--- config.mk ---
export PLATFORM = sky130hd
export DESIGN_NAME = script_token_scanner
export DESIGN_NICKNAME = d
export VERILOG_FILES = /design/src/design/sts_pkg.sv /design/src/design/sts_scan_core.sv /design/src/design/sts_result_queue.sv /design/src/design/script_token_scanner.sv
export SDC_FILE = /design/constraint.sdc
export NUM_CORES = 2
export LEC_CHECK = 0
export ABC_AREA = 1
export BUFFER_PORTS_ARGS = -buffer_cell sky130_fd_sc_hd__buf_2
export CAP_MARGIN = 20
export CORE_UTILIZATION = 50
export CTS_BUF_LIST = sky130_fd_sc_hd__clkbuf_4
export DETAILED_ROUTE_END_ITERATION = 8
export PLACE_DENSITY = 0.72
export SYNTH_ARGS = -nofsm -noshare
export SYNTH_HDL_FRONTEND = slang
export SYNTH_SLANG_ARGS = --single-unit
export TNS_END_PERCENT = 100
--- constraint.sdc ---
create_clock -name clk -period 5.1 [get_ports clk]
set_input_delay 1.02 -clock clk [delete_from_list [all_inputs] [get_ports clk]]
set_output_delay 1.02 -clock clk [all_outputs]
set_load 0.005 [all_outputs]
--- src/design/sts_pkg.sv ---
// shared token codes, pending operator codes and keyword lookup for the script token scanner
package sts_pkg;

    // token kinds
    localparam logic [5:0] K_LPAREN   = 6'd0;
    localparam logic [5:0] K_RPAREN   = 6'd1;
    localparam logic [5:0] K_LBRACKET = 6'd2;
    localparam logic [5:0] K_RBRACKET = 6'd3;
    localparam logic [5:0] K_LBRACE   = 6'd4;
    localparam logic [5:0] K_RBRACE   = 6'd5;
    localparam logic [5:0] K_COMMA    = 6'd6;
    localparam logic [5:0] K_DOT      = 6'd7;
    localparam logic [5:0] K_MINUS    = 6'd8;
    localparam logic [5:0] K_PLUS     = 6'd9;
    localparam logic [5:0] K_SEMI     = 6'd10;
    localparam logic [5:0] K_SLASH    = 6'd11;
    localparam logic [5:0] K_STAR     = 6'd12;
    localparam logic [5:0] K_BANG     = 6'd13;
    localparam logic [5:0] K_EQUAL    = 6'd15;
    localparam logic [5:0] K_GREATER  = 6'd17;
    localparam logic [5:0] K_LESS     = 6'd19;
    localparam logic [5:0] K_IDENT    = 6'd21;
    localparam logic [5:0] K_STR      = 6'd22;
    localparam logic [5:0] K_NUM      = 6'd23;
    localparam logic [5:0] K_KW0      = 6'd24;
    localparam logic [5:0] K_EOF      = 6'd40;
    localparam logic [5:0] K_ERR_STR  = 6'd41;
    localparam logic [5:0] K_ERR_CHAR = 6'd42;

    // pending operator codes
    localparam logic [2:0] OP_NONE  = 3'd0;
    localparam logic [2:0] OP_BANG  = 3'd1;
    localparam logic [2:0] OP_EQUAL = 3'd2;
    localparam logic [2:0] OP_LESS  = 3'd3;
    localparam logic [2:0] OP_GREAT = 3'd4;

    localparam int KW_COUNT = 16;
    localparam int PREFIX_DEPTH = 7;

    // keyword text, right aligned, first character in the highest used byte
    localparam logic [KW_COUNT-1:0][55:0] KW_TEXT = '{
        56'("while"), 56'("var"), 56'("true"), 56'("this"),
        56'("super"), 56'("return"), 56'("print"), 56'("or"),
        56'("nil"), 56'("if"), 56'("fun"), 56'("for"),
        56'("false"), 56'("else"), 56'("class"), 56'("and")
    };
    localparam logic [KW_COUNT-1:0][2:0] KW_LEN = '{
        3'd5, 3'd3, 3'd4, 3'd4, 3'd5, 3'd6, 3'd5, 3'd2,
        3'd3, 3'd2, 3'd3, 3'd3, 3'd5, 3'd4, 3'd5, 3'd3
    };

    // kind of a closed word of at most six bytes
    function automatic logic [5:0] word_kind(input logic [PREFIX_DEPTH-1:0][7:0] pre,
                                             input logic [2:0] len);
        logic [5:0] kind;
        logic       match;
        int         k;
        int         i;
        kind = K_IDENT;
        for (k = KW_COUNT - 1; k >= 0; k--)
        begin
            match = (KW_LEN[k] == len);
            for (i = 0; i < 6; i++)
            begin
                if (i < int'(KW_LEN[k]))
                begin
                    if (pre[i] != KW_TEXT[k][8*(int'(KW_LEN[k])-1-i) +: 8])
                    begin
                        match = 1'b0;
                    end
                end
            end
            if (match)
            begin
                kind = K_KW0 + 6'(k);
            end
        end
        return kind;
    endfunction

endpackage

--- src/design/sts_scan_core.sv ---
// scanner state and per-byte token logic, up to three tokens per byte
module sts_scan_core #(
    parameter int OFFSET_WIDTH = 24,
    parameter int COUNT_WIDTH  = 16,
    localparam int RES_W = 6 + OFFSET_WIDTH + 3 * COUNT_WIDTH
) (
    input  logic                  clk,
    input  logic                  rst_n,
    input  logic                  step,
    input  logic [7:0]            char_code,
    input  logic                  is_end,
    output logic [1:0]            nres,
    output logic [2:0][RES_W-1:0] results
);

    localparam int OW = OFFSET_WIDTH;
    localparam int CW = COUNT_WIDTH;

    typedef enum logic [3:0] {
        M_IDLE, M_SLASH, M_COMMENT, M_OP, M_WORD, M_INT, M_DOT, M_FRAC, M_QUOTED, M_DONE
    } mode_t;

    mode_t                                 mode_reg, mode_next;
    logic                                  quote_reg, quote_next;
    logic [sts_pkg::PREFIX_DEPTH-1:0][7:0] prefix_reg, prefix_next;
    logic [OW-1:0]                         start_reg, start_next;
    logic [CW-1:0]                         len_reg, len_next;
    logic [OW-1:0]                         off_reg, off_next;
    logic [CW-1:0]                         line_reg, line_next;
    logic [CW-1:0]                         col_reg, col_next;
    logic [2:0]                            pend_reg, pend_next;

    function automatic logic [CW-1:0] inc_cnt(input logic [CW-1:0] v);
        return (&v) ? v : v + 1'b1;
    endfunction

    function automatic logic [CW-1:0] sub_floor(input logic [CW-1:0] a, input logic [CW-1:0] b);
        return (a > b) ? a - b : '0;
    endfunction

    function automatic logic [RES_W-1:0] pack(input logic [5:0] kind, input logic [OW-1:0] st,
                                              input logic [CW-1:0] ln, input logic [CW-1:0] ln_no,
                                              input logic [CW-1:0] col);
        return {col, ln_no, ln, st, kind};
    endfunction

    function automatic logic [5:0] op_kind(input logic [2:0] op);
        logic [5:0] kind;
        unique case (op)
            sts_pkg::OP_BANG:  kind = sts_pkg::K_BANG;
            sts_pkg::OP_LESS:  kind = sts_pkg::K_LESS;
            sts_pkg::OP_GREAT: kind = sts_pkg::K_GREATER;
            default:           kind = sts_pkg::K_EQUAL;
        endcase
        return kind;
    endfunction

    logic          end_b;
    logic          is_letter;
    logic          is_dig;
    logic          take;
    logic          fall;
    logic [1:0]    cnt;
    logic [CW-1:0] col_inc;
    logic [OW-1:0] off_inc;
    logic [OW-1:0] off_dec;
    logic [5:0]    single;
    logic          has_single;
    logic [5:0]    kw;

    assign end_b     = is_end || (char_code == 8'd0);
    assign is_letter = (char_code >= "a" && char_code <= "z") ||
                       (char_code >= "A" && char_code <= "Z") ||
                       char_code == "_" || char_code == "$";
    assign is_dig    = char_code >= "0" && char_code <= "9";
    assign col_inc   = inc_cnt(col_reg);
    assign off_inc   = (&off_reg) ? off_reg : off_reg + 1'b1;
    assign off_dec   = (off_reg != '0) ? off_reg - 1'b1 : '0;
    assign kw        = (len_reg > CW'(6)) ? sts_pkg::K_IDENT
                                          : sts_pkg::word_kind(prefix_reg, len_reg[2:0]);

    // one-byte punctuators
    always_comb
    begin
        has_single = 1'b1;
        single     = sts_pkg::K_LPAREN;
        unique case (char_code)
            "(":     single = sts_pkg::K_LPAREN;
            ")":     single = sts_pkg::K_RPAREN;
            "[":     single = sts_pkg::K_LBRACKET;
            "]":     single = sts_pkg::K_RBRACKET;
            "{":     single = sts_pkg::K_LBRACE;
            "}":     single = sts_pkg::K_RBRACE;
            ",":     single = sts_pkg::K_COMMA;
            ".":     single = sts_pkg::K_DOT;
            "-":     single = sts_pkg::K_MINUS;
            "+":     single = sts_pkg::K_PLUS;
            ";":     single = sts_pkg::K_SEMI;
            "*":     single = sts_pkg::K_STAR;
            default: has_single = 1'b0;
        endcase
    end

    // next state and tokens for the current byte
    always_comb
    begin
        mode_next   = mode_reg;
        quote_next  = quote_reg;
        prefix_next = prefix_reg;
        start_next  = start_reg;
        len_next    = len_reg;
        off_next    = off_reg;
        line_next   = line_reg;
        col_next    = col_reg;
        pend_next   = pend_reg;
        take        = 1'b0;
        fall        = 1'b0;
        cnt         = 2'd0;
        results     = '0;

        unique case (mode_reg)
            M_DONE:
            begin
                results[cnt] = pack(sts_pkg::K_EOF, off_reg, '0, line_reg, col_reg);
                cnt = cnt + 1'b1;
            end
            M_SLASH:
            begin
                if (!end_b && char_code == "/")
                begin
                    take      = 1'b1;
                    mode_next = M_COMMENT;
                end
                else
                begin
                    results[cnt] = pack(sts_pkg::K_SLASH, start_reg, len_reg, line_reg,
                                        sub_floor(col_reg, len_reg));
                    cnt  = cnt + 1'b1;
                    fall = 1'b1;
                end
            end
            M_COMMENT:
            begin
                if (!end_b && char_code != 8'h0a)
                begin
                    take = 1'b1;
                end
                else
                begin
                    fall = 1'b1;
                end
            end
            M_OP:
            begin
                pend_next = sts_pkg::OP_NONE;
                if (!end_b && char_code == "=")
                begin
                    take         = 1'b1;
                    len_next     = CW'(2);
                    results[cnt] = pack(op_kind(pend_reg) + 6'd1, start_reg, CW'(2), line_reg,
                                        sub_floor(col_inc, CW'(2)));
                    cnt       = cnt + 1'b1;
                    mode_next = M_IDLE;
                end
                else
                begin
                    results[cnt] = pack(op_kind(pend_reg), start_reg, len_reg, line_reg,
                                        sub_floor(col_reg, len_reg));
                    cnt  = cnt + 1'b1;
                    fall = 1'b1;
                end
            end
            M_WORD:
            begin
                if (!end_b && (is_letter || is_dig))
                begin
                    if (len_reg < CW'(7))
                    begin
                        prefix_next[len_reg[2:0]] = char_code;
                    end
                    len_next = inc_cnt(len_reg);
                    take     = 1'b1;
                end
                else
                begin
                    results[cnt] = pack(kw, start_reg, len_reg, line_reg,
                                        sub_floor(col_reg, len_reg));
                    cnt  = cnt + 1'b1;
                    fall = 1'b1;
                end
            end
            M_INT, M_FRAC:
            begin
                if (!end_b && is_dig)
                begin
                    len_next = inc_cnt(len_reg);
                    take     = 1'b1;
                end
                else if (mode_reg == M_INT && !end_b && char_code == ".")
                begin
                    take      = 1'b1;
                    mode_next = M_DOT;
                end
                else
                begin
                    results[cnt] = pack(sts_pkg::K_NUM, start_reg, len_reg, line_reg,
                                        sub_floor(col_reg, len_reg));
                    cnt  = cnt + 1'b1;
                    fall = 1'b1;
                end
            end
            M_DOT:
            begin
                if (!end_b && is_dig)
                begin
                    len_next  = inc_cnt(inc_cnt(len_reg));
                    take      = 1'b1;
                    mode_next = M_FRAC;
                end
                else
                begin
                    results[cnt] = pack(sts_pkg::K_NUM, start_reg, len_reg, line_reg,
                                        sub_floor(sub_floor(col_reg, CW'(1)), len_reg));
                    cnt = cnt + 1'b1;
                    results[cnt] = pack(sts_pkg::K_DOT, off_dec, CW'(1), line_reg,
                                        sub_floor(col_reg, CW'(1)));
                    cnt  = cnt + 1'b1;
                    fall = 1'b1;
                end
            end
            M_QUOTED:
            begin
                if (end_b)
                begin
                    results[cnt] = pack(sts_pkg::K_ERR_STR, start_reg, len_reg, line_reg,
                                        sub_floor(col_reg, CW'(1)));
                    cnt  = cnt + 1'b1;
                    fall = 1'b1;
                end
                else
                begin
                    take     = 1'b1;
                    len_next = inc_cnt(len_reg);
                    if (char_code == (quote_reg ? 8'h27 : 8'h22))
                    begin
                        results[cnt] = pack(sts_pkg::K_STR, start_reg, len_next, line_reg,
                                            sub_floor(col_inc, len_next));
                        cnt       = cnt + 1'b1;
                        mode_next = M_IDLE;
                    end
                end
            end
            default:
            begin
                fall = 1'b1;
            end
        endcase

        // byte seen from idle
        if (fall)
        begin
            mode_next = M_IDLE;
            if (end_b)
            begin
                results[cnt] = pack(sts_pkg::K_EOF, off_reg, '0, line_reg, col_reg);
                cnt       = cnt + 1'b1;
                mode_next = M_DONE;
            end
            else
            begin
                priority if (char_code == " " || char_code == 8'h0d ||
                             char_code == 8'h09 || char_code == 8'h0a)
                begin
                    take = 1'b1;
                end
                else if (char_code == "/" || char_code == "!" || char_code == "=" ||
                         char_code == "<" || char_code == ">" || is_dig ||
                         char_code == 8'h22 || char_code == 8'h27)
                begin
                    start_next = off_reg;
                    len_next   = CW'(1);
                    take       = 1'b1;
                    priority case (char_code)
                        "/":     mode_next = M_SLASH;
                        "!":
                        begin
                            pend_next = sts_pkg::OP_BANG;
                            mode_next = M_OP;
                        end
                        "=":
                        begin
                            pend_next = sts_pkg::OP_EQUAL;
                            mode_next = M_OP;
                        end
                        "<":
                        begin
                            pend_next = sts_pkg::OP_LESS;
                            mode_next = M_OP;
                        end
                        ">":
                        begin
                            pend_next = sts_pkg::OP_GREAT;
                            mode_next = M_OP;
                        end
                        8'h22:
                        begin
                            quote_next = 1'b0;
                            mode_next  = M_QUOTED;
                        end
                        8'h27:
                        begin
                            quote_next = 1'b1;
                            mode_next  = M_QUOTED;
                        end
                        default: mode_next = M_INT;
                    endcase
                end
                else if (is_letter)
                begin
                    start_next     = off_reg;
                    len_next       = CW'(1);
                    prefix_next[0] = char_code;
                    take           = 1'b1;
                    mode_next      = M_WORD;
                end
                else
                begin
                    start_next   = off_reg;
                    take         = 1'b1;
                    results[cnt] = pack(has_single ? single : sts_pkg::K_ERR_CHAR, off_reg,
                                        CW'(1), line_reg, sub_floor(col_inc, CW'(1)));
                    cnt = cnt + 1'b1;
                end
            end
        end

        // position update for a consumed byte
        if (take)
        begin
            off_next = off_inc;
            if (char_code == 8'h0a)
            begin
                line_next = inc_cnt(line_reg);
                col_next  = CW'(1);
            end
            else
            begin
                col_next = col_inc;
            end
        end
        nres = cnt;
    end

    // scanner state
    always_ff @(posedge clk or negedge rst_n)
    begin
        if (!rst_n)
        begin
            mode_reg  <= M_IDLE;
            quote_reg <= 1'b0;
            start_reg <= '0;
            len_reg   <= '0;
            off_reg   <= '0;
            line_reg  <= CW'(1);
            col_reg   <= CW'(1);
            pend_reg  <= sts_pkg::OP_NONE;
        end
        else if (step)
        begin
            mode_reg  <= mode_next;
            quote_reg <= quote_next;
            start_reg <= start_next;
            len_reg   <= len_next;
            off_reg   <= off_next;
            line_reg  <= line_next;
            col_reg   <= col_next;
            pend_reg  <= pend_next;
        end
    end

    // word prefix bytes
    always_ff @(posedge clk)
    begin
        if (step)
        begin
            prefix_reg <= prefix_next;
        end
    end

endmodule

--- src/design/sts_result_queue.sv ---
// four-entry token queue, takes up to three tokens a cycle and hands out one while out_ready is high
module sts_result_queue #(
    parameter int WIDTH = 8
) (
    input  logic                  clk,
    input  logic                  rst_n,
    input  logic                  push,
    input  logic [1:0]            nres,
    input  logic [2:0][WIDTH-1:0] din,
    output logic                  room,
    output logic                  out_valid,
    input  logic                  out_ready,
    output logic [WIDTH-1:0]      out_data,
    output logic                  out_last
);

    logic [3:0][WIDTH:0] entry_reg;
    logic [1:0]          head_reg;
    logic [1:0]          tail_reg;
    logic [2:0]          count_reg;
    logic                pop;
    logic [1:0]          nadd;

    assign room      = count_reg <= 3'd1;
    assign out_valid = count_reg != 3'd0;
    assign pop       = out_valid && out_ready;
    assign nadd      = push ? nres : 2'd0;
    assign out_data  = entry_reg[head_reg][WIDTH-1:0];
    assign out_last  = entry_reg[head_reg][WIDTH];

    // pointers and fill count
    always_ff @(posedge clk or negedge rst_n)
    begin
        if (!rst_n)
        begin
            head_reg  <= '0;
            tail_reg  <= '0;
            count_reg <= '0;
        end
        else
        begin
            head_reg  <= head_reg + 2'(pop);
            tail_reg  <= tail_reg + nadd;
            count_reg <= count_reg + 3'(nadd) - 3'(pop);
        end
    end

    // token storage, last flag on the final token of a byte
    always_ff @(posedge clk)
    begin
        for (int i = 0; i < 3; i++)
        begin
            if (2'(i) < nadd)
            begin
                entry_reg[tail_reg + 2'(i)] <= {2'(i) == nadd - 2'd1, din[i]};
            end
        end
    end

endmodule

--- src/design/script_token_scanner.sv ---
// top level of the script token scanner
//
//  channel | dir | tdata (low bit up)                          | tlast
//  s_      | in  | char_code[7:0]                              | is_end
//  m_      | out | token_kind, start_offset, token_length,     | last_of_run
//          |     | line_number, column_number, zero fill       |
//
// one source byte per cycle while the queue has room: a byte is registered and
// scanned, its zero to three tokens land in a four-entry queue; input pauses while
// the queue holds more than one token, so bytes yielding several tokens cost extra
// cycles at the output. reset clears the scanner to line 1, column 1, offset 0.
// m_tready low stalls the queue; once it fills, the input register holds its beat.
module script_token_scanner #(
    parameter int OFFSET_WIDTH = 24,
    parameter int COUNT_WIDTH  = 16,
    localparam int RES_W  = 6 + OFFSET_WIDTH + 3 * COUNT_WIDTH,
    localparam int DATA_W = ((RES_W + 7) / 8) * 8
) (
    input  logic              clk,
    input  logic              rst_n,
    input  logic              s_tvalid,
    output logic              s_tready,
    input  logic [7:0]        s_tdata,   // char_code
    input  logic              s_tlast,   // is_end
    output logic              m_tvalid,
    input  logic              m_tready,
    output logic [DATA_W-1:0] m_tdata,   // token_kind, start_offset, token_length, line, column
    output logic              m_tlast    // last_of_run
);

    logic                  in_valid_reg;
    logic [7:0]            char_reg;
    logic                  end_reg;
    logic                  room;
    logic                  step;
    logic [1:0]            nres;
    logic [2:0][RES_W-1:0] results;
    logic [RES_W-1:0]      q_data;

    assign step     = in_valid_reg && room;
    assign s_tready = !in_valid_reg || step;
    assign m_tdata  = DATA_W'(q_data);

    // input beat register
    always_ff @(posedge clk or negedge rst_n)
    begin
        if (!rst_n)
        begin
            in_valid_reg <= 1'b0;
        end
        else if (s_tready)
        begin
            in_valid_reg <= s_tvalid;
        end
    end

    always_ff @(posedge clk)
    begin
        if (s_tready && s_tvalid)
        begin
            char_reg <= s_tdata;
            end_reg  <= s_tlast;
        end
    end

    sts_scan_core #(
        .OFFSET_WIDTH(OFFSET_WIDTH),
        .COUNT_WIDTH (COUNT_WIDTH)
    ) u_core (
        .clk      (clk),
        .rst_n    (rst_n),
        .step     (step),
        .char_code(char_reg),
        .is_end   (end_reg),
        .nres     (nres),
        .results  (results)
    );

    sts_result_queue #(
        .WIDTH(RES_W)
    ) u_queue (
        .clk      (clk),
        .rst_n    (rst_n),
        .push     (step),
        .nres     (nres),
        .din      (results),
        .room     (room),
        .out_valid(m_tvalid),
        .out_ready(m_tready),
        .out_data (q_data),
        .out_last (m_tlast)
    );

endmodule
==> results.sh <==
export IMPL_crit_arrival_ns=3.74
export IMPL_grt_total_usage=0.4096
export IMPL_layout_commonest_cell="nand2_1"
export IMPL_grt_max_degree=69
export IMPL_nFillCells=7675
export IMPL_grt_antenna_before_repair=3
export IMPL_grt_overflow=0
export IMPL_die_y_um=276.3
export IMPL_drive_above_1_share=0.09192
export IMPL_synthCells=6336
export IMPL_cap_violations=0
export IMPL_setup_viol=0
export IMPL_synth_top_family_by_area="simple AND/OR/NAND/NOR gates"
export IMPL_synth_edf_count=57
export IMPL_ys_flop_type="dfxtp_1"
export IMPL_die_area_um2=76360
export IMPL_cts_made_buffers=138
export IMPL_path_class="reg -> out"
export IMPL_avgViaCountPerCell=6.071
export IMPL_yosys_warnings=0
export IMPL_max_slew_margin=0.2172
export IMPL_ir_worst_vdd_mv=0.4470
export IMPL_largest_register_ffs=316
export IMPL_finalPower_w=0.02874
export IMPL_yosysSeqAreaShare=0.2881
export IMPL_tritoncts="done"
export IMPL_hp_class="in -> reg"
export IMPL_grt_pass1_vias=41325
export IMPL_dp_hpwl_mm=109.9
export IMPL_yosys_area_share_adder=0.02673
export IMPL_cts_root_buffer="clkbuf_4"
export IMPL_pin_count=96
export IMPL_globalplace_congestion=1.051
export IMPL_post_route_util=0.5529
export IMPL_initial_core_util=0.5055
export IMPL_portBuffers=93
export IMPL_clk_pin_slew_ns=0.06
export IMPL_ant_nets=0
export IMPL_drt_first_pass_iters=9
export IMPL_grt_pass1_wl_mm=244.6
export IMPL_die_width_um=276.3
export IMPL_ys_types=63
export IMPL_p_leak_nw=19.77
export IMPL_yosys_area_share_simple=0.4049
export IMPL_drt_iter0_drc=6150
export IMPL_drc=1
export IMPL_skew_ns=0.1045
export IMPL_maxSlewViolCount=0
export IMPL_rows=100
export IMPL_synthArstFlopShare=0.2309
export IMPL_finalSetupTns_ns=0
export IMPL_crit_fanout=62
export IMPL_seqCellArea_um2=10850
export IMPL_wl_mm=160.5
export IMPL_status="finished, violations left"
export IMPL_max_freq_mhz=210.2
export IMPL_final_cell_mix="nand2_1, nor2_1, o21ai_0"
export IMPL_fin_crit_sh=0.9327
export IMPL_synthMuxAreaShare=0
export IMPL_critPathRequiredTime_ns=4.08
export IMPL_fin_crit_ns=4.757
export IMPL_clock_latency_ns=1.08
export IMPL_finalNetCount=6479
export IMPL_violations="design-rule violations"
export IMPL_finalHoldViolCount=0
export IMPL_synth_compound_area_share=0.1569
export IMPL_core_area_um2=74450
export IMPL_avgSynthCellArea_um2=5.939
export IMPL_numClockSinks=485
export IMPL_powerDensity_nw_per_um2=698.3
export IMPL_cp_end_kind="output pin"
export IMPL_startpoint_type="flop"
export IMPL_area_delta_synth_final_pct=9.383
export IMPL_ys_ff_latch=485
export IMPL_cts_max_level=4
export IMPL_post_drt_wl_per_cell_um=21.50
export IMPL_yosys_area_share_xor_xnor=0.02746
export IMPL_vias=45327
export IMPL_cts_buffer_depth=3
export IMPL_syn_cell_area_um2=37630
export IMPL_tightest_slew_ns=1.174
export IMPL_multi_input_area_um2=23250
export IMPL_timing_hold_ws_ns=0.1710
==> area by class of cell <==
cell class                 count  share of cell area
clock buffer                 210             0.03830
inverter                     543             0.04961
tap                          969             0.02945
clock inverter                37            0.006596
multi-input combinational   4960              0.5649
timing repair buffer         260             0.04745
antenna                        2           0.0001216
sequential                   485              0.2636
==> worst paths after layout <==
path	startpoint	end	slack, ns	cells after the start
worst min register to register	u_core.start_reg[22]$_DFFE_PN0P_	u_core.start_reg[22]$_DFFE_PN0P_	0.48	2
min in group asynchronous	rst_n	u_core.len_reg[4]$_DFFE_PN0P_	0.52	2
worst max-delay path	u_queue.head_reg[0]$_DFF_PN0_	m_tdata[74]	0.34	4
worst min-delay path	s_tdata[5]	char_reg[5]$_DFFE_PP_	0.17	1
max in group asynchronous	rst_n	u_core.start_reg[5]$_DFFE_PN0P_	3.46	3
worst max register to register	u_core.col_reg[0]$_DFFE_PN1P_	u_queue.entry_reg[226]$_DFF_P_	0.36	25
==> logic make-up after synthesis <==
family,after synthesis
AOI/OAI and AO/OA,1107
and+or+nand+nor,3655
xor gates and xnor gates,118
buffers and inverters,892
adders and majority gates,78
DFF,485
other,1
==> synthesized netlist by cell type, types with 18 or more instances <==
master / instances / area (µm²)
o21ai_1: 58 / 290.3
inv_2: 26 / 97.59
buf_4: 26 / 195.2
dfxtp_1: 316 / 6326
o22ai_1: 109 / 681.9
xor2_1: 100 / 875.8
o21ai_0: 500 / 2502
nand2_1: 2008 / 7537
xnor2_1: 18 / 157.7
ha_1: 74 / 925.9
nand3_1: 474 / 2372
buf_2: 115 / 575.6
nor2_1: 771 / 2894
inv_1: 500 / 1877
nand4_1: 102 / 638.1
nor2_2: 18 / 112.6
nor4_1: 23 / 143.9
clkbuf_1: 192 / 720.7
nor3_1: 195 / 975.9
a21oi_1: 356 / 1782
edfxtp_1: 57 / 1712
dfrtp_1: 110 / 2753
==> worst max-delay path: stages (launching register included) <==
cell and delay [ns]:
dfrtp_4 0.96, buf_4 0.66, o21ai_0 0.21, o22ai_1 0.56, buf_2 0.23
==> report_power, final <==
| part | leakage, nW | switching, W | internal (W) |
|---|---|---|---|
| Clock | 1.10 | 0.00193 | 0.00205 |
| Combinational | 14.0 | 0.0133 | 0.00550 |
| Sequential | 4.64 | 0.000845 | 0.00516 |
==> through the flow <==
step / setup WS, ns / cells / instance area (µm²)
after floorplan: 1.205 / 6337 / 37630
after global placement: 0.4119 / 7216 / 39290
after detailed placement: 0.3491 / 7216 / 39290
after CTS: 0.2892 / 7464 / 41150
after global routing: -0.01629 / 7466 / 41160
final: 0.3433 / 7466 / 41160
==> metal layers <==
layer | global-route usage | wire [µm] | share of wire | vias to the layer above
li1 | - | - | - | 20884
met1 | 0.5601 | 64670 | 0.40 | 20682
met2 | 0.6065 | 67210 | 0.42 | 3128
met3 | 0.09439 | 20790 | 0.13 | 631
met4 | 0.1958 | 7829 | 0.049 | 2
met5 | 0 | 13 | 0.000081 | -
==> repair_timing <==
action | 4_1_cts | 5_1_grt
endpoints found under the hold margin | 45 | 0
hold buffers | 1 | 0
resized for setup | 0 | 4
buffers inserted | 0 | 0
setup endpoints to repair | 0 | 43
Note: power is estimated with default switching activity, not from simulation.
